## config.mk

```make
export PLATFORM = sky130hd
export DESIGN_NAME = pcd_front
export DESIGN_NICKNAME = d
export VERILOG_FILES = /design/src/hdl/pcd_pkg.sv /design/src/hdl/pcd_front.sv
export SDC_FILE = /design/constraint.sdc
export NUM_CORES = 2
export LEC_CHECK = 0
export BUFFER_PORTS_ARGS = -buffer_cell sky130_fd_sc_hd__buf_2
export CORE_ASPECT_RATIO = 0.9
export CORE_MARGIN = 3
export CORE_UTILIZATION = 56
export DETAILED_ROUTE_END_ITERATION = 16
export GPL_TIMING_DRIVEN = 0
export PLACE_DENSITY = 0.79
export SYNTH_ARGS = -nofsm -noshare
export SYNTH_HDL_FRONTEND = slang
export SYNTH_SLANG_ARGS = --single-unit
```

## constraint.sdc

```tcl
create_clock -name clk_i -period 12.25 [get_ports clk_i]
set_input_delay 1.225 -clock clk_i [delete_from_list [all_inputs] [get_ports clk_i]]
set_output_delay 1.225 -clock clk_i [all_outputs]
set_load 0.01 [all_outputs]
```

## src/hdl/pcd_pkg.sv

```systemverilog
// ----------------------------------------------------------------------------
// pcd_pkg
// Shared types and constants of the correlation dissimilarity unit: beat
// structs, accumulator widths, job record and fixed-point constants.
// ----------------------------------------------------------------------------
package pcd_pkg;

  // Longest vector that is accumulated; further present pairs are dropped
  localparam int unsigned MAX_LEN = 4096;

  // Accumulator widths follow from the vector length and Q8.8 samples
  localparam int unsigned CNT_W   = $clog2(MAX_LEN + 1);
  localparam int unsigned SX_W    = 16 + CNT_W;
  localparam int unsigned SXX_W   = 30 + CNT_W;
  localparam int unsigned SXY_W   = 31 + CNT_W;

  // Finishing arithmetic widths
  localparam int unsigned TW      = CNT_W + SXY_W;       // |num|, vx, vy
  localparam int unsigned NW      = TW + 1;              // signed num
  localparam int unsigned PW      = 2 * TW;              // vx * vy
  localparam int unsigned FRAC_W  = 14;                  // Q1.14 result
  localparam int unsigned TGT_SH  = 2 * FRAC_W + 2;      // 4 * 2^28
  localparam int unsigned CW      = PW + TGT_SH + 1;     // compare width
  localparam int unsigned K_W     = FRAC_W + 1;          // 0 .. ONE_Q
  localparam int unsigned TSQ_W   = 2 * K_W;
  localparam int unsigned ONE_Q   = 1 << FRAC_W;

  // Shared multiplier operand widths
  localparam int unsigned MUL_AW  = PW;
  localparam int unsigned MUL_BW  = TW;

  // Job queue depth between front and back
  localparam int unsigned JOBQ_DEPTH = 2;

  // Result field widths
  localparam int unsigned DIS_W   = 16;
  localparam int unsigned PAIRS_W = 13;

  // Register map
  localparam int unsigned REG_METRIC_MODE = 0;

  typedef struct packed {
    logic signed [15:0] x_value;
    logic signed [15:0] y_value;
    logic               x_missing;
    logic               y_missing;
    logic               last_pair;
  } in_item_t;

  typedef struct packed {
    logic [DIS_W-1:0]   dissimilarity;
    logic               bad_result;
    logic [PAIRS_W-1:0] pairs_used;
  } out_item_t;

  // Snapshot of the sums of one finished vector
  typedef struct packed {
    logic [CNT_W-1:0]        n;
    logic signed [SX_W-1:0]  sx;
    logic signed [SX_W-1:0]  sy;
    logic [SXX_W-1:0]        sxx;
    logic [SXX_W-1:0]        syy;
    logic signed [SXY_W-1:0] sxy;
  } job_t;

endpackage

```

## src/hdl/pcd_front.sv

```systemverilog
// ----------------------------------------------------------------------------
// pcd_front
// Takes one element pair per beat, skips pairs with a missing element and
// accumulates the exact sums. The last pair pushes the sums as a job.
// ----------------------------------------------------------------------------
module pcd_front (
  input  logic             clk_i,
  input  logic             rst_ni,
  input  logic             in_valid_i,
  output logic             in_ready_o,
  input  pcd_pkg::in_item_t in_data_i,
  input  logic             q_full_i,
  output logic             push_o,
  output pcd_pkg::job_t    job_o
);
  import pcd_pkg::*;

  logic [CNT_W-1:0]        cnt_q, cnt_d;
  logic signed [SX_W-1:0]  sx_q, sx_d, sy_q, sy_d;
  logic [SXX_W-1:0]        sxx_q, sxx_d, syy_q, syy_d;
  logic signed [SXY_W-1:0] sxy_q, sxy_d;
  logic signed [31:0]      pxx, pyy, pxy;
  logic                    take, accept;

  assign in_ready_o = !q_full_i;
  assign accept     = in_valid_i && in_ready_o;
  assign take       = !in_data_i.x_missing && !in_data_i.y_missing &&
                      (cnt_q < CNT_W'(MAX_LEN));

  // products of the current pair
  assign pxx = in_data_i.x_value * in_data_i.x_value;
  assign pyy = in_data_i.y_value * in_data_i.y_value;
  assign pxy = in_data_i.x_value * in_data_i.y_value;

  // sums including the current pair
  always_comb begin
    cnt_d = cnt_q;
    sx_d  = sx_q;
    sy_d  = sy_q;
    sxx_d = sxx_q;
    syy_d = syy_q;
    sxy_d = sxy_q;
    if (take) begin
      cnt_d = cnt_q + 1'b1;
      sx_d  = sx_q + {{(SX_W-16){in_data_i.x_value[15]}}, in_data_i.x_value};
      sy_d  = sy_q + {{(SX_W-16){in_data_i.y_value[15]}}, in_data_i.y_value};
      sxx_d = sxx_q + {{(SXX_W-32){1'b0}}, pxx};
      syy_d = syy_q + {{(SXX_W-32){1'b0}}, pyy};
      sxy_d = sxy_q + {{(SXY_W-32){pxy[31]}}, pxy};
    end
  end

  assign push_o    = accept && in_data_i.last_pair;
  assign job_o.n   = cnt_d;
  assign job_o.sx  = sx_d;
  assign job_o.sy  = sy_d;
  assign job_o.sxx = sxx_d;
  assign job_o.syy = syy_d;
  assign job_o.sxy = sxy_d;

  // accumulators, cleared after each last pair
  always_ff @(posedge clk_i or negedge rst_ni) begin
    if (!rst_ni) begin
      cnt_q <= '0;
      sx_q  <= '0;
      sy_q  <= '0;
      sxx_q <= '0;
      syy_q <= '0;
      sxy_q <= '0;
    end else if (accept) begin
      if (in_data_i.last_pair) begin
        cnt_q <= '0;
        sx_q  <= '0;
        sy_q  <= '0;
        sxx_q <= '0;
        syy_q <= '0;
        sxy_q <= '0;
      end else begin
        cnt_q <= cnt_d;
        sx_q  <= sx_d;
        sy_q  <= sy_d;
        sxx_q <= sxx_d;
        syy_q <= syy_d;
        sxy_q <= sxy_d;
      end
    end
  end

`ifndef SYNTHESIS
  a_cnt_bound: assert property (@(posedge clk_i) disable iff (!rst_ni)
    cnt_q <= CNT_W'(MAX_LEN))
    else $error("pair count above limit");
`endif

endmodule

```

After elaboration in Yosys (flattened, before gate mapping). Index checks and enable logic that the tools add are counted.

Bits in registers: 201. Word-level logic and storage cells: 35. Output and inout port bits: 203.

Multiply operators: 3. Reductions and logical operators: 7. Mux-type cells: 12. $add $sub $neg: 6. Order comparisons: 1.

Operator list (count): 2-to-1 mux 43 bit (4); 2-to-1 mux 29 bit (4); multiplier 16 x 16 -> 32 bit (3); 2-to-1 mux 44 bit (2); adder 43 x 32 -> 43 bit (2); adder 29 bit (2); adder 44 bit (1); 2-to-1 mux 13 bit (2); adder 13 x 1 -> 13 bit (second input constant) (1); < comparator 13 bit (second input constant) (1); logical AND 1 bit (4); zero test 1 bit (3).

Depth between registers and ports, before layout.
Word-level depth: 5. Gate-level depth with buffers: 40.

Worst setup path after synthesis. Ideal clock, no wire load.

Path type: input to output. Start point: input in_data_i[22] in the netlist's numbering. End point: output job_o[117] in the netlist's numbering. Path buffers: 3. Slack: 1.719 ns. Arrival time: 9.306 ns. Required time: 11.025 ns. Stages: 36. Cells stage by stage: clkbuf_1 > clkbuf_1 > nand2_1 > fa_1 > fa_1 > inv_1 > fa_1 > inv_1 > fa_1 > inv_1 > fa_1 > fa_1 > ha_1 > and2_1 > a221oi_2 > inv_2 > a221oi_1 > a21oi_1 > a211oi_1 > o21ai_1 > a21o_1 > a21oi_1 > xnor2_1 > ha_1 > clkbuf_1 > a21oi_1 > nand2b_1 > nand2b_1 > a21o_1 > a21o_1 > a21o_1 > a21oi_1 > o31ai_1 > a21oi_1 > xnor2_1 > mux2_2.

RTL lines: start, declared (line pcd_front.sv:11) `input pcd_pkg::in_item_t in_data_i,`; end, declared (line pcd_front.sv:14) `output pcd_pkg::job_t job_o`.

==> metrics.md <==
| Metric | Value |
|---|---|
| Drt drc | 0 |
| Fill count | 6,672 |
| Total wire length | 138,000 um |
| Normalized max-slew margin | -1.96% |
| Clock latency on the worst-skew pair | 0.54 ns |
| Arr. time, crit path | 10.83 ns |
| Crit path time final | about 12 ns |
| Clock buffer count from CTS | 22 |
| Adder-cell share of the synthesized area | 44.9% |
| Setup violations, final | 0 |
| Die Ht | 274 um |
| Initial Utilization | 57.0% |
| Most used cell, CP | fa_1 |
| Max-slew violations | 3 |
| Wire per inst | ~21 um |
| Chip width | 304 um |
| Overall global routing resource usage | 33.1% |
| Vias | 37,900 |
| Yosys cell types | 75 |
| Final Hold Fails | 0 |
| Layout Area Growth over Synthesis | 7.82% |
| Clock transition at path regs | 0.06 ns |
| Nets | 6,613 |
| Layout cell share with drive strength beyond 1 | 7.00% |
| DR top layer | met5 |
| Most frequent cells in the layout | inv_1, fa_1, nand2_1 |
| Max incr delay on CP | 0.66 ns |
| Status | complete, but fails checks |
| Met3 WL | 16,600 um |
| Worst Tran Pin Value | 1.52 ns |
| Synth Warn # | 0 |
| Syn_nets | 6,356 |
| Row cnt | 97 |
| Number of synthesized register bits | 201 |
| Drt via density | 5.86 |
| Max Clock Freq | 82.9 MHz |
| I/O Buffers | 240 |
| Setup crit start kind | primary input |
| Register area | just over 5000 um^2 |
| Final ANT Viol Nets | 0 |
| Slowest CP cell | fa_1 |
| Crit Path Max Fanout | 20 |
| Post-synthesis xor/xnor area fraction | approximately 5.6% |
| Mean Syn Cell Area | 8.69 um^2 |
| Synth async-reset ratio | 100% |
| WL met1 | 54,900 um |
| Final Util | between 60% and 70% |
| Worst hold path class | flop to flop |
| Iteration-0 DRC Markers | 3,716 |
| Die Area | around 83,000 um^2 |
| Mux share of post-synthesis cell area | 0.455% |
| Most used DFF post-synth | dfrtp_1 |
| Clk sinks | 201 |
| Setup Skew | 0.0135 ns |
| Initial antenna violation count | 6 |
| Vias in the first global route | about 38,000 |
| Core area | 78,500 um^2 |
| IO Pins | 242 |
| Synth Area in Compound Gates | around 14% |
| Largest net degree at the start of global routing | between 100 and 150 |
| Synth Instances | 5,155 |
| First-pass DRT Iterations | 6 |
| Number of synthesized flops with an enable pin | 0 |
| Crit path kind | primary input to output pin |
| Max cap viols | 1 |
| Footprint of the multi-input gates | 35,400 um^2 |
| Synth Cell Area | 44,800 um^2 |
| CTS tree | built |
| Largest family of logic cells by synthesized area | adder cells |
| Clock Tree Root | clkbuf_16 |
| Detailed Place HPWL | ~120,000 um |
| Seq/Total Area, Yosys | 11.2% |
| Commonest non-fill, non-tap cell in the layout | inv_1 |
| CTS max path bufs | 3 |
| DR WL met2 | 59,200 um |
| Failing checks | max-capacitance violations, max-slew violations |
| Routability cong. | 0.997 |
| Simple-gate share of the synthesized area | a little over an eighth |
| Critical path data required time | 11.02 ns |
| Part of the cycle the worst path needs | about 100% |
| H-tree levels | 1 |
| Critical Path Sink Type | output pin |
| Total gr overflow | 0 |
| First-pass GRT wire length | ~210,000 um |
[logic make-up after synthesis]
family | after synthesis
AO/OA/AOI/OAI | 937
XOR/XNOR | 285
adder cells (fa/ha/maj) | 1162
buffers and inverters | 1202
flip-flops | 201
multiplexers | 19
AND/OR/NAND/NOR | 1349
[per-layer routing]
layer	vias up	GRT usage, %
met5	-	1.74
met4	6	13.0
met3	326	9.68
met2	1990	50.1
met1	18700	44.8
li1	16900	-
[sequential cells by signal (all words and copies together) (netlist names)]
signal / count
sy_q: 29
syy_q: 43
sxx_q: 43
sxy_q: 44
cnt_q: 13
sx_q: 29
[synth_stat cells (32+ instances only)]
cell type	instances	area share, %
o21ai_0	182	2.0
nand2_1	704	5.9
a21oi_1	202	2.3
o21a_1	37	0.62
nand2b_1	46	0.64
inv_1	999	8.4
fa_1	744	33
nor2_1	204	1.7
ha_1	418	12
nand3_1	58	0.65
nor2b_1	32	0.45
clkbuf_1	188	1.6
dfrtp_1	201	11
and2_1	198	2.8
xor2_1	73	1.4
a22o_1	159	3.1
o31ai_1	35	0.59
xnor2_1	212	4.1
a21o_1	136	2.3
[path summary, 6_finish.rpt]
check | start | endpoint | slack [ns] | cells after the start
setup / recovery | in_data_i[18] | job_o[84] | 0.19 | 34
hold / removal | sxx_q[20] | sxx_q[20] | 0.52 | 2
setup reg to reg | sy_q[0] | sy_q[28] | 7.31 | 14
hold reg to reg | sxx_q[20] | sxx_q[20] | 0.52 | 2
max in group asynchronous | rst_ni | sxx_q[12] | 10.39 | 2
min in group asynchronous | rst_ni | sy_q[21] | 0.70 | 1
[stage by stage]
stage / setup slack, ns / instance area (um^2) / TNS (ns) / instances / hold slack, ns
finish: 0.191 / 48300 / 0 / 6470 / 0.525
global route: -0.00388 / 48300 / -0.00388 / 6467 / 0.539
CTS: 0.0189 / 48200 / 0 / 6471 / 0.523
detailed placement: -1.13 / 47300 / -16.01 / 6435 / 0.509
global placement: -1.07 / 47300 / -14.73 / 6434 / 0.501
floorplan: 1.72 / 44800 / 0 / 5155 / 0.475
[cell type report]
cell class / count / area share, %
Clock inverter: 7 / 0.142
Antenna cell: 3 / 0.0155
Sequential cell: 201 / 10.4
Clock buffer: 33 / 1.39
Tap cell: 1039 / 2.69
Timing Repair Buffer: 250 / 2.76
Multi-Input combinational cell: 3752 / 73.2
Inverter: 1003 / 7.80
Buffer: 182 / 1.54
[critical path: cells and delay by family]
kind | cells | cell delay [ns]
adder cells (fa/ha/maj) | 8 | 3.75
AO/OA/AOI/OAI | 9 | 2.21
buffers and inverters | 9 | 2.17
AND/OR/NAND/NOR | 6 | 0.97
XOR/XNOR | 2 | 0.45
[what timing repair did]
action                     4_1_cts  5_1_grt
buffers inserted                 6        3
pin swaps                        0        2
hold buffers                     0        0
setup endpoints to repair       33       37
gates resized for setup         28       76
Power is not shown: default switching activity piles up to over one toggle a cycle in this logic, so the estimate is an artifact.
