==> src/hdl/pcd_pkg.sv <==
// ----------------------------------------------------------------------------
// pcd_pkg
// Shared types and constants of the correlation dissimilarity unit: beat
// structs, accumulator widths, job record and fixed-point constants.
// ----------------------------------------------------------------------------
package pcd_pkg;

  // Longest vector that is accumulated; further present pairs are dropped
  localparam int unsigned MAX_LEN = 4096;

  // Accumulator widths follow from the vector length and Q8.8 samples
  localparam int unsigned CNT_W   = $clog2(MAX_LEN + 1);
  localparam int unsigned SX_W    = 16 + CNT_W;
  localparam int unsigned SXX_W   = 30 + CNT_W;
  localparam int unsigned SXY_W   = 31 + CNT_W;

  // Finishing arithmetic widths
  localparam int unsigned TW      = CNT_W + SXY_W;       // |num|, vx, vy
  localparam int unsigned NW      = TW + 1;              // signed num
  localparam int unsigned PW      = 2 * TW;              // vx * vy
  localparam int unsigned FRAC_W  = 14;                  // Q1.14 result
  localparam int unsigned TGT_SH  = 2 * FRAC_W + 2;      // 4 * 2^28
  localparam int unsigned CW      = PW + TGT_SH + 1;     // compare width
  localparam int unsigned K_W     = FRAC_W + 1;          // 0 .. ONE_Q
  localparam int unsigned TSQ_W   = 2 * K_W;
  localparam int unsigned ONE_Q   = 1 << FRAC_W;

  // Shared multiplier operand widths
  localparam int unsigned MUL_AW  = PW;
  localparam int unsigned MUL_BW  = TW;

  // Job queue depth between front and back
  localparam int unsigned JOBQ_DEPTH = 2;

  // Result field widths
  localparam int unsigned DIS_W   = 16;
  localparam int unsigned PAIRS_W = 13;

  // Register map
  localparam int unsigned REG_METRIC_MODE = 0;

  typedef struct packed {
    logic signed [15:0] x_value;
    logic signed [15:0] y_value;
    logic               x_missing;
    logic               y_missing;
    logic               last_pair;
  } in_item_t;

  typedef struct packed {
    logic [DIS_W-1:0]   dissimilarity;
    logic               bad_result;
    logic [PAIRS_W-1:0] pairs_used;
  } out_item_t;

  // Snapshot of the sums of one finished vector
  typedef struct packed {
    logic [CNT_W-1:0]        n;
    logic signed [SX_W-1:0]  sx;
    logic signed [SX_W-1:0]  sy;
    logic [SXX_W-1:0]        sxx;
    logic [SXX_W-1:0]        syy;
    logic signed [SXY_W-1:0] sxy;
  } job_t;

endpackage

==> src/hdl/pcd_jobq.sv <==
// ----------------------------------------------------------------------------
// pcd_jobq
// Short queue of finished-vector jobs between the accumulating front and
// the finishing back.
// ----------------------------------------------------------------------------
module pcd_jobq #(
  parameter int unsigned DEPTH = pcd_pkg::JOBQ_DEPTH
) (
  input  logic          clk_i,
  input  logic          rst_ni,
  input  logic          push_i,
  input  pcd_pkg::job_t job_i,
  output logic          full_o,
  input  logic          pop_i,
  output logic          valid_o,
  output pcd_pkg::job_t job_o
);
  import pcd_pkg::*;

  localparam int unsigned PTR_W = (DEPTH > 1) ? $clog2(DEPTH) : 1;
  localparam int unsigned CNT_QW = $clog2(DEPTH + 1);

  job_t              mem_q [DEPTH];
  logic [PTR_W-1:0]  wr_q, rd_q;
  logic [CNT_QW-1:0] cnt_q;

  assign full_o  = (cnt_q == CNT_QW'(DEPTH));
  assign valid_o = (cnt_q != '0);
  assign job_o   = mem_q[rd_q];

  // storage
  always_ff @(posedge clk_i) begin
    if (push_i) begin
      mem_q[wr_q] <= job_i;
    end
  end

  // pointers and fill count
  always_ff @(posedge clk_i or negedge rst_ni) begin
    if (!rst_ni) begin
      wr_q  <= '0;
      rd_q  <= '0;
      cnt_q <= '0;
    end else begin
      if (push_i) begin
        wr_q <= (wr_q == PTR_W'(DEPTH - 1)) ? '0 : wr_q + 1'b1;
      end
      if (pop_i) begin
        rd_q <= (rd_q == PTR_W'(DEPTH - 1)) ? '0 : rd_q + 1'b1;
      end
      if (push_i && !pop_i) begin
        cnt_q <= cnt_q + 1'b1;
      end else if (pop_i && !push_i) begin
        cnt_q <= cnt_q - 1'b1;
      end
    end
  end

endmodule

==> config.mk <==
export PLATFORM = sky130hd
export DESIGN_NAME = pcd_jobq
export DESIGN_NICKNAME = d
export VERILOG_FILES = /design/src/hdl/pcd_pkg.sv /design/src/hdl/pcd_jobq.sv
export SDC_FILE = /design/constraint.sdc
export NUM_CORES = 1
export LEC_CHECK = 0
export BUFFER_PORTS_ARGS = -buffer_cell sky130_fd_sc_hd__buf_4
export CELL_PAD_IN_SITES_DETAIL_PLACEMENT = 0
export CELL_PAD_IN_SITES_GLOBAL_PLACEMENT = 2
export CORE_MARGIN = 1.5
export CORE_UTILIZATION = 41
export CTS_CLUSTER_DIAMETER = 80
export DETAILED_ROUTE_END_ITERATION = 8
export GPL_ROUTABILITY_DRIVEN = 0
export PLACE_DENSITY_LB_ADDON = 0.1
export SLEW_MARGIN = 30
export SYNTH_ARGS = -nofsm -noshare
export SYNTH_HDL_FRONTEND = slang
export SYNTH_SLANG_ARGS = --single-unit
==> constraint.sdc <==
create_clock -name clk_i -period 29.2 [get_ports clk_i]
set_input_delay 2.92 -clock clk_i [delete_from_list [all_inputs] [get_ports clk_i]]
set_output_delay 2.92 -clock clk_i [all_outputs]
set_load 0.005 [all_outputs]
# Word-level counts from Yosys, hierarchy flattened
# Memories as Yosys holds them, arrays and structs flattened.
# Index checks and enable logic that the tools add are counted.
# Widths: inputs -> output; s select.
[classes]
n_reduce_logical = 6
add_sub_neg = 4
n_mux = 6
n_eq_ne = 1
[ops]
columns = ["operator", "n"]
rows = [
  ["$mux 1", 4],
  ["$mux 2", 2],
  ["$reduce_bool 2->1", 2],
  ["$add 1x1->1 const B", 2],
  ["$add 2x1->2 const B", 1],
  ["$eq 2x2->1 const B", 1],
  ["$logic_and 1x1->1", 2],
  ["$logic_not 1->1", 2],
  ["$sub 2x1->2 const B", 1],
]
[word_totals]
in_bits = 205
ram_bits = 402
elab_cells = 21
register_bits = 4
mem_count = 1
[mem_list]
columns = ["memory", "words", "width", "read_ports", "rd_ports_with_merged_regs", "write_ports", "line_no", "source"]
rows = [
  ["mem_q", 2, 201, 1, 0, 1, "pcd_jobq.sv:23", "job_t mem_q [DEPTH];"],
]

# Longest topological paths before layout
# Gate-level depths: netlist of the first run.
[depth]
ltp_word = 4
depth_mapped = 5
depth_no_buf = 5

# Worst setup path after synthesis of the first run
# OpenSTA, ideal clock, no wires.
[synth_timing]
kind = "input-to-reg"
from = "in push_i"
to = "mem mem_q[0][0] (netlist bit) (enable)"
setup_ps = 790
cell_stages = 1
path_slack_ps = 16824
n_path_buf = 0
arrival_ps = 11586
required_time_ps = 28410
cell_sequence = "nor2b_1"
[synth_between]
elab_chain_len = 2
[synth_lines]
columns = ["element", "line_no", "source"]
rows = [
  ["from (decl)", "pcd_jobq.sv:11", "input logic push_i,"],
  ["$mux 1", "pcd_jobq.sv:33", "if (push_i) begin"],
  ["$mux 1 (not written as such)", "pcd_jobq.sv:34", "mem_q[wr_q] <= job_i;"],
  ["to (decl)", "pcd_jobq.sv:23", ""],
]
# No other way between the ends.

==> reports/metrics.yaml, run 1 <==
die_height_um: 192
async_reset_ff_share_pct: 0.985
nNetsFinal: 1285
cts_resized: 0
min_period_over_period_pct: 19.2
max-clock-path-buffers: 3
grtUsageTotal_pct: 16.9
critical_path.endpoint_type: "output pin"
grt_overflow_total: 0
pwr_density_cell_nw_per_um2: 94.7
finish.utilization_pct: 55.3
final.setup.tns_ps: 0
routed_wl_um: 32700
first_global_vias: 7677
n_antenna_cell: 0
max_stage_delay_ps: 770
drc: 0
portBuffers: 407
drtIter0Drc: 399
drt_first_pass_iters: 4
timing.reg2reg.setup_slack_ps: 26890
drt-vias-per-instance: 4.71
critical_path_capture_point: "job_o[97]"
grt_max_degree: 76
ctsRootBufferMaster: "sky130_fd_sc_hd__clkbuf_16"
finalSetupViolCount: 0
setup.worst_path.class: "reg2out"
synth-edff-count: 402
power_leakage_uw: 0.00734
cts_made_buffers: 43
critical_path.max_fanout: 60
yosys_warnings: 0
core.rowCount: 69
met3_usage_pct: 7.27
final_antenna_net_count: 0
synth_common_cells: "402 x sky130_fd_sc_hd__edfxtp_1, 201 x sky130_fd_sc_hd__mux2_2, 11 x sky130_fd_sc_hd__buf_4"
ys_dominant_reg_cell: "sky130_fd_sc_hd__edfxtp_1"
timing.critical_path.arrival_ps: 2690
clock_skew_ps: 7.29
crit_path_frequent_cell: "sky130_fd_sc_hd__buf_4"
design.portCount: 408
crit_path_top_delay_cell: "sky130_fd_sc_hd__buf_4"
min_period_ps: 5610
critPathBufInv: 2
cp_top_family: "buffers and inverters"
clock.fmax_mhz: 178
syn_to_final_growth_pct: 33.4
layout.filler_cells: 2878
post_cts_setup_bufs: 0
number_of_max_cap_violations: 0
placeableCoreArea_sq_um: 35500
vdd.ir_drop.worst_mv: 0.0683
multi_input_comb_area_sq_um: 2360
detailroute.via_count: 7403
synth.yosys.seq_area_share_pct: 82.7
worst_r2r_startpoint: "wr_q"
layout.area.seq_sq_um: 12200
crit-reg2reg-capture: "mem_q[0][196]"
ys_ff_latch: 406
placed_area_sq_um: 18300
setup_repair_after_global_routing_missed_its_margin: "no"
grt_most_used_layer: "met2"
final_cells: 1573
run_status: "complete, no violations"
worst-r2r-cell-count: 3
detail_route.wl_per_cell_um: 20.8
crit_chain: "buf_4, mux2_2, buf_4"
startpoint: "rd_q"
post-synth-top-count-cell: "sky130_fd_sc_hd__edfxtp_1"
netlist.top_cell.by_area: "sky130_fd_sc_hd__edfxtp_1"
setup.worst_path.start_class: "flop"
worst-slew-pin-transition_ps: 862
cts-hold-fix-buffers: 0
synthDistinctLibCells: 14
final_area_sq_um: 19600
finalMaxSlewViolations: 0
number_of_antenna_violations_at_the_first_check_in_global_routing: 0
post_synth_instance_area_sq_um: 14700
clkSinkCount: 406
worst_hold_path_type: "reg2reg"
effective_utilization_at_floorplan_pct: 41.5
die_x_um: 192
syn-instance-count: 641
clk_pin_slew_ps: 60
grt.met2_usage_pct: 29.2
synthesis.nets: 847
syn-mean-instance-area_sq_um: 23.0
maxSlewHeadroom_pct: 42.5
required_worst_endpoint_ps: 26280
netlist_top_cells_area: "sky130_fd_sc_hd__edfxtp_1 82%, sky130_fd_sc_hd__mux2_2 15%, sky130_fd_sc_hd__buf_6 0.69%"
timing_hold_violations_final: 0
cts_tree: "built"
htreeDepth: 2
detailedPlacementHpwl_um: 21900
floorplan.die_area_sq_um: 37000
crit_cells: 3
post-synth-top-area-fraction_pct: 82.0
first_pass_grt_wire_length_um: 45900
drive_gt1_share_pct: 61.0
clock_latency_ps: 530
grt_util_met1_pct: 18.8
cell_count_post_placement: 1495
hold-worst-slack_ps: 474
[worst min-delay path by stage]
stage,start,endpoint,slack [ps],cells after the start
2_1_floorplan,cnt_q[1],cnt_q[1],450,1
3_3_place_gp,cnt_q[1],cnt_q[1],470,1
3_5_place_dp,cnt_q[1],cnt_q[1],470,1
4_1_cts,cnt_q[1],cnt_q[1],470,1
5_1_grt,cnt_q[1],cnt_q[1],520,1
6_report,cnt_q[1],cnt_q[1],470,1
[cell type report]
cell class              count  area share (%)
inverters                   1          0.0191
clock inverters            26            1.10
multi-input cells         212            12.0
clock buffers              52            5.87
flip-flops and latches    406            62.0
repair buffers            415            16.1
well taps                 461            2.94
[cells by family after synthesis]
| family | Yosys count | synth area share, % |
|---|---|---|
| XOR/XNOR | 5 | 0.298 |
| buffers and inverters | 23 | 1.34 |
| multiplexers | 201 | 15.4 |
| AND/OR/NAND/NOR | 5 | 0.196 |
| flip-flops | 406 | 82.7 |
| adder cells (fa/ha/maj) | 1 | 0.0850 |
[placed cells by master (no fill, tap or decap), drive strengths merged, types with 2 or more instances in the layout]
master and instances:
edfxtp 402, dfrtp 4, clkinv 21, buf 415, xor2 4, bufinv 4
mux2 201, nor2b 2, clkbuf 52
[per-stage QoR]
stage                     power (uW)  setup WS [ps]
after detailed placement        1360          24010
after global placement          1350          23580
after floorplan                 1110          16820
after global routing            1950          23440
after CTS                       1890          23450
final                           1860          23590
[sequential cells by signal, summed over array words and instances (netlist names)]
signal	cells
rd_q	1
mem_q	402
wr_q	1
cnt_q	2
[layer usage]
metal / part of all wire (%) / routed length (um) / vias up
met5: 0 / 0 / -
met4: 2.4 / 784 / 0
met3: 10 / 3410 / 51
met2: 50 / 16500 / 276
met1: 37 / 12000 / 3631
li1: - / - / 3445
[power by group]
part           internal [uW]  switching, uW
clock network            315            210
registers                774           35.5
logic                    290            234
total                   1380            480
[worst reg2reg max path: cells and delay by family (launching register included)]
kind | cells | cell delay [ps]
buffers and inverters | 2 | 1310
DFF | 1 | 420
and+or+nand+nor | 1 | 110
Power figures use the tool's default switching activity.
==> inputs of run 2 (changes only) <==
--- a/config.mk
+++ b/config.mk
@@ -5,11 +5,12 @@
 export SDC_FILE = /design/constraint.sdc
 export NUM_CORES = 1
 export LEC_CHECK = 0
+export ABC_AREA = 1
 export BUFFER_PORTS_ARGS = -buffer_cell sky130_fd_sc_hd__buf_4
 export CELL_PAD_IN_SITES_DETAIL_PLACEMENT = 0
 export CELL_PAD_IN_SITES_GLOBAL_PLACEMENT = 2
 export CORE_MARGIN = 1.5
-export CORE_UTILIZATION = 41
+export CORE_UTILIZATION = 34
 export CTS_CLUSTER_DIAMETER = 80
 export DETAILED_ROUTE_END_ITERATION = 8
 export GPL_ROUTABILITY_DRIVEN = 0
==> constraint.sdc (replaced) <==
create_clock -name clk_i -period 4.7 [get_ports clk_i]
set_input_delay 0.47 -clock clk_i [delete_from_list [all_inputs] [get_ports clk_i]]
set_output_delay 0.47 -clock clk_i [all_outputs]
set_load 0.005 [all_outputs]
==> run 2 against run 1 <==
Against the previous run:
- critical path depth unchanged
- global-route usage fell by 2.2 points
- hold slack got worse by 390 ps
- total power grew to 6.2 times the previous value
- final cell count increased by 8.2%
- via count grew 1.2%
- sequential share of layout area decreased by 0.24 points
- design area grew 0.39%
- critical path type unchanged
- critical endpoint is now job_o[61]
- highest routed layer is now met5
==> reports/metrics.yaml, run 2 <==
finish.utilization_pct: 46.0  # -9.4 points
startpoint: "rd_q"
post_synth_mux_area_share_pct: 15.4  # -0.018 points
setup_repair_after_global_routing_missed_its_margin: "no"
netlist.top_cell.by_area: "sky130_fd_sc_hd__edfxtp_1"
cts_tree: "built"
ys_ff_latch: 406  # unchanged
registers.top_by_ff_count: "mem_q"
clk_pin_slew_ps: 60  # about the same
clock_latency_ps: 550  # +20 ps
die_height_um: 211  # +9.7%
post-synth-top-area-fraction_pct: 81.9  # -0.098 points
maxSlewHeadroom_pct: 37.6  # -4.9 points
ctsRootBufferMaster: "sky130_fd_sc_hd__clkbuf_16"
drtIter0Drc: 358  # -10%
syn-mean-instance-area_sq_um: 22.7  # -1.3%
timing.reg2reg.setup_slack_ps: 2070  # -24820 ps
vdd.ir_drop.worst_mv: 0.285  # +320%
number_of_max_cap_violations: 0  # unchanged
clock_power_share_pct: 27.2  # -1.0 points
worst-slew-pin-transition_ps: 935  # +73.0 ps
min_period_ps: 3080
routed_wl_um: 33500  # +2.5%
combinationalPowerShare_pct: 29.2  # +1.0 points
required_worst_endpoint_ps: 4230  # -22050 ps
synth_xor_area_share_pct: 0.178  # -0.12 points
detail_route.wl_per_cell_um: 19.7  # -5.3%
commonest_cells_after_routing_fill_and_taps_aside: "414 x sky130_fd_sc_hd__buf_4, 402 x sky130_fd_sc_hd__edfxtp_1, 201 x sky130_fd_sc_hd__mux2_2"
post_synth_instance_area_sq_um: 14700  # +0.12%
die_x_um: 211  # +9.7%
cell_count_post_placement: 1629  # +9.0%
syn_to_final_growth_pct: 33.8
internal-power_uw: 8400  # +510%
synth-simple-area-share_pct: 0.280  # +0.085 points
ys_dominant_reg_cell: "sky130_fd_sc_hd__edfxtp_1"
min_period_over_period_pct: 65.5
drc: 0  # unchanged
netSwitchingFraction_pct: 26.6  # +0.78 points
first_pass_grt_wire_length_um: 48500  # +5.6%
worst_r2r_startpoint: "wr_q"
timing_hold_violations_final: 0  # unchanged
first_global_vias: 7959  # +3.7%
cts_made_buffers: 44  # +2.3%
setup.worst_path.class: "reg2out"
effective_utilization_at_floorplan_pct: 34.4  # -7.1 points
final_cells: 1702  # +8.2%
clock.fmax_mhz: 325
synth-compound-area-share_pct: 0  # unchanged
worst_hold_path_type: "in2reg"
reg.largest.list: "mem_q x402, cnt_q x2"
synth.yosys.seq_area_share_pct: 82.6  # -0.098 points
finalSetupViolCount: 0  # unchanged
worst-r2r-cell-count: 4  # +1
clock_skew_ps: 12.9  # +5.61 ps
nNetsFinal: 1297  # +0.93%
async_reset_ff_share_pct: 0.985  # unchanged
pwr-share-seq_pct: 43.6  # about the same
final.setup.tns_ps: 0  # unchanged
netlist_top_cells_area: "sky130_fd_sc_hd__edfxtp_1 82%, sky130_fd_sc_hd__mux2_2 15%, sky130_fd_sc_hd__buf_6 0.69%"
yosys_warnings: 0  # unchanged
drive_gt1_share_pct: 60.2  # -0.76 points
number_of_antenna_violations_at_the_first_check_in_global_routing: 3  # +3
run_status: "complete, no violations"
crit-reg2reg-capture: "mem_q[1][87]"
timing.critical_path.arrival_ps: 2610  # -80 ps
synth_common_cells: "402 x sky130_fd_sc_hd__edfxtp_1, 201 x sky130_fd_sc_hd__mux2_2, 11 x sky130_fd_sc_hd__buf_4"
post-synth-top-count-cell: "sky130_fd_sc_hd__edfxtp_1"
largest_register_ff_count: 402  # unchanged
syn-instance-count: 650  # +1.4%
floorplan.die_area_sq_um: 44600  # +20%
design.portCount: 408  # unchanged
synthDistinctLibCells: 14  # unchanged
p_sw_uw: 3040  # +530%
placed_area_sq_um: 18400  # +0.96%
setup.worst_path.start_class: "flop"
pwr_density_cell_nw_per_um2: 581  # +510%
final_antenna_net_count: 0  # unchanged
drt_first_pass_iters: 4  # unchanged
placeableCoreArea_sq_um: 42900  # +21%
finalMaxSlewViolations: 0  # unchanged
detailedPlacementHpwl_um: 21800  # -0.69%
drt-vias-per-instance: 4.40  # -6.4%
core.rowCount: 76  # +10%
power_leakage_uw: 0.00731  # -0.39%
grtUsageTotal_pct: 14.7  # -2.2 points
synth_top_family_by_area: "multiplexers"
max-clock-path-buffers: 3  # unchanged
critical_path.endpoint_type: "output pin"
grt_overflow_total: 0  # unchanged
final_common_cell: "sky130_fd_sc_hd__buf_4"
critical_path_capture_point: "job_o[61]"
htreeDepth: 2  # unchanged
grt_max_degree: 140  # +84%
portBuffers: 407  # unchanged
synthAdderAreaFrac_pct: 0.0849  # -0.00010 points
critical_path.max_fanout: 124  # +110%
synthesis.nets: 856  # +1.1%
post_cts_setup_bufs: 0  # unchanged
clkSinkCount: 406  # unchanged
synth-edff-count: 402  # unchanged
final_area_sq_um: 19700  # +0.39%
detailroute.via_count: 7494  # +1.2%
[run 2: stage by stage]
stage	power (uW)	hold slack, ps	setup slack [ps]
after floorplan	6800	174	759
after global placement	8500	276	1880
after detailed placement	8510	272	1860
after CTS	11700	45.7	1570
after global routing	12000	56.4	1460
final	11400	87.4	1620
[run 2: power by group through the flow]
stage               Sequential (uW)  Clock (uW)  Combinational (uW)
floorplan                      5050           0                1750
global placement               5050           0                3460
detailed placement             5080           0                3430
CTS                            5010        3220                3450
global route                   5070        3360                3600
finish                         4990        3110                3340
[run 2: metal layers]
metal	part of all wire (%)	vias to the layer above	wire [um]	global-route usage [%]
met5	0.081	-	27	0
met4	2.7	4	914	5.81
met3	9.9	62	3330	6.76
met2	49	249	16300	23.9
met1	39	3718	13000	16.8
li1	-	3461	-	-
[run 2: worst min-delay path by stage]
stage / slack [ps] / startpoint / endpoint / cells after the start
3_3_place_gp: 280 / rst_ni / wr_q / 1
5_1_grt: 60 / job_i[34] / mem_q[1][34] / 1
3_5_place_dp: 270 / rst_ni / wr_q / 1
4_1_cts: 50 / job_i[47] / mem_q[1][47] / 1
6_report: 90 / pop_i / rd_q / 2
2_1_floorplan: 170 / rst_ni / cnt_q[0] / 0
[run 2: kinds of logic (layout without fill, tap and decap cells)]
| kind of cell | count (synthesis) | count (layout) |
|---|---|---|
| XOR/XNOR | 3 | 3 |
| adder cells (fa/ha/maj) | 1 | 1 |
| buffers and inverters | 29 | 495 |
| multiplexers | 201 | 201 |
| flip-flops | 406 | 406 |
| other | 0 | 1 |
| AND/OR/NAND/NOR | 10 | 10 |
[run 2: what timing repair did]
| action | 4_1_cts | 5_1_grt |
|---|---|---|
| hold endpoints to repair | 4 | 0 |
| resized for setup | 0 | 0 |
| hold buffers | 1 | 0 |
[run 2: final cells by class]
class,count,area [sq um]
clock inverters,14,93.8
well taps,585,732
diodes,1,2.50
repair buffers,417,3160
inverters,7,30.0
multi-input cells,215,2350
fillers,3844,23200
flip-flops and latches,406,12200
clock buffers,57,1170
[run 2: critical path, cell delays in order (launching register included)]
cell and delay, ps:
sky130_fd_sc_hd__dfrtp_4 730, sky130_fd_sc_hd__buf_12 550, sky130_fd_sc_hd__mux2_2 420, sky130_fd_sc_hd__buf_4 150
==> inputs of run 3 (changes only) <==
==> constraint.sdc (replaced) <==
create_clock -name clk_i -period 2.8 [get_ports clk_i]
set_input_delay 0.28 -clock clk_i [delete_from_list [all_inputs] [get_ports clk_i]]
set_output_delay 0.28 -clock clk_i [all_outputs]
set_load 0.005 [all_outputs]
==> run 3 against run 2 <==
Against the previous run:
- non-clock buffer count increased by 213
- register-to-register slack lost 1100 ps
- wire length up 6.1%
- hold slack improved by 3.9 ps
- flip-flop and latch count unchanged
- count of clock-buffer cells in the layout rose by 1
- final cell count rose by 13%
- first-iteration DRC count up 14%
==> reports/metrics.yaml, run 3 (synthesized netlist as in run 2, its figures left out) <==
finalSetupViolCount: 0  # unchanged
reg.largest.list: "mem_q x402, cnt_q x2"
drt_first_pass_iters: 4  # unchanged
power_leakage_uw: 0.00829  # +13%
clock.fmax_mhz: 396
required_worst_endpoint_ps: 2520  # -1710 ps
ctsRootBufferMaster: "sky130_fd_sc_hd__clkbuf_16"
critical_path.max_fanout: 46  # -63%
fin_total_pwr_uw: 19900  # +74%
commonest_cells_after_routing_fill_and_taps_aside: "412 x sky130_fd_sc_hd__buf_4, 402 x sky130_fd_sc_hd__edfxtp_1, 204 x sky130_fd_sc_hd__dlygate4sd3_1"
cts_made_buffers: 44  # unchanged
grt_overflow_total: 0  # unchanged
drive_gt1_share_pct: 51.3  # -8.9 points
drtIter0Drc: 409  # +14%
drt-vias-per-instance: 4.33  # -1.6%
syn_to_final_growth_pct: 49.6
setup.worst_path.start_class: "flop"
grtUsageTotal_pct: 15.5  # +0.83 points
effective_utilization_at_floorplan_pct: 34.4  # unchanged
finish.utilization_pct: 51.4  # +5.4 points
cts_tree: "built"
worst_r2r_startpoint: "wr_q"
number_of_antenna_violations_at_the_first_check_in_global_routing: 1  # -2
setup.worst_path.class: "reg2out"
critical_path.endpoint_type: "output pin"
pwr_density_cell_nw_per_um2: 904  # +56%
max-clock-path-buffers: 3  # unchanged
clkSinkCount: 406  # unchanged
number_of_max_cap_violations: 0  # unchanged
clk_pin_slew_ps: 60  # about the same
htreeDepth: 2  # unchanged
routed_wl_um: 35600  # +6.1%
clock_latency_ps: 570  # +20 ps
design.portCount: 408  # unchanged
final.setup.tns_ps: 0  # unchanged
placeableCoreArea_sq_um: 42900  # unchanged
worst_hold_path_type: "in2async"
first_global_vias: 8841  # +11%
min_period_ps: 2520
timing_hold_violations_final: 0  # unchanged
die_height_um: 211  # unchanged
largest_register_ff_count: 402  # unchanged
post_cts_setup_bufs: 0  # unchanged
maxSlewHeadroom_pct: 56.4  # +19 points
final_common_cell: "sky130_fd_sc_hd__buf_4"
first_pass_grt_wire_length_um: 51800  # +6.8%
min_period_over_period_pct: 90.1
worst-slew-pin-transition_ps: 653  # -282 ps
detailedPlacementHpwl_um: 23500  # +8.0%
vdd.ir_drop.worst_mv: 0.558  # +95%
finalMaxSlewViolations: 0  # unchanged
core.rowCount: 76  # unchanged
setup_repair_after_global_routing_missed_its_margin: "no"
grt_max_degree: 51  # -64%
clock_skew_ps: 14.1  # +1.18 ps
nNetsFinal: 1510  # +16%
crit_chain: "buf_12, mux2_2, buf_4"
worst-r2r-cell-count: 3  # -1
crit_path_top_delay_cell: "sky130_fd_sc_hd__dfrtp_4"
portBuffers: 407  # unchanged
run_status: "complete, no violations"
registers.top_by_ff_count: "mem_q"
final_antenna_net_count: 0  # unchanged
startpoint: "rd_q"
layout.filler_cells: 3545  # -7.8%
detailroute.via_count: 8344  # +11%
die_x_um: 211  # unchanged
timing.critical_path.arrival_ps: 2240  # -370 ps
drc: 0  # unchanged
max_stage_delay_ps: 740  # about the same
floorplan.die_area_sq_um: 44600  # unchanged
timing.reg2reg.setup_slack_ps: 1010  # -1060 ps
detail_route.wl_per_cell_um: 18.5  # -6.2%
## run 3: per-stage QoR
| stage | hold slack [ps] | worst slack (ps) | instances | instance area (sq um) |
|---|---|---|---|---|
| floorplan | -15.6 | -1080 | 650 | 14700 |
| global placement | 84.2 | 827 | 1639 | 18700 |
| detailed placement | 82.8 | 834 | 1639 | 18700 |
| CTS | 53.8 | 219 | 1925 | 22000 |
| global route | 85.9 | 196 | 1926 | 22000 |
| finish | 91.2 | 277 | 1926 | 22000 |
## run 3: final timing paths
check	endpoint
max reg2reg	mem_q[1][167]
min	wr_q
min in group clk_i	mem_q[1][109]
max in group asynchronous	rd_q
min reg2reg	cnt_q[1]
max	job_o[96]
## run 3: final cells by class
type                    instances  area [sq um]  area share, %
diodes                          1          2.50         0.0113
clock buffers                  58          1170           5.33
clock inverters                24           165          0.749
inverters                       7          30.0          0.136
multi-input cells             215          2350           10.7
flip-flops and latches        406         12200           55.2
well taps                     585           732           3.32
repair buffers                630          5420           24.6
## run 3: layer usage
metal,up-vias,routed length (um),track usage (%)
met2,276,17100,25.4
met4,0,663,5.30
met1,4108,15100,19.5
met3,44,2740,4.82
met5,-,0,0
li1,3916,-,-
## run 3: timing repair
action                    in CTS  in global routing
hold endpoints to repair     408                  0
hold buffers                 204                  0
gates resized for setup        0                  0
## run 3: where the power goes
group / internal (uW) / switching (uW) / leakage [uW] / total [uW]
Combinational: 3410 / 2740 / 0.00382 / 6150
Sequential: 8050 / 325 / 0.00382 / 8370
Clock: 3140 / 2280 / 0.000654 / 5420
## run 3: worst max-delay path: cells and delay by family, from the launching register on
| family | cells | cell delay (ps) |
|---|---|---|
| muxes | 1 | 420 |
| DFF | 1 | 740 |
| buffers and inverters | 2 | 480 |
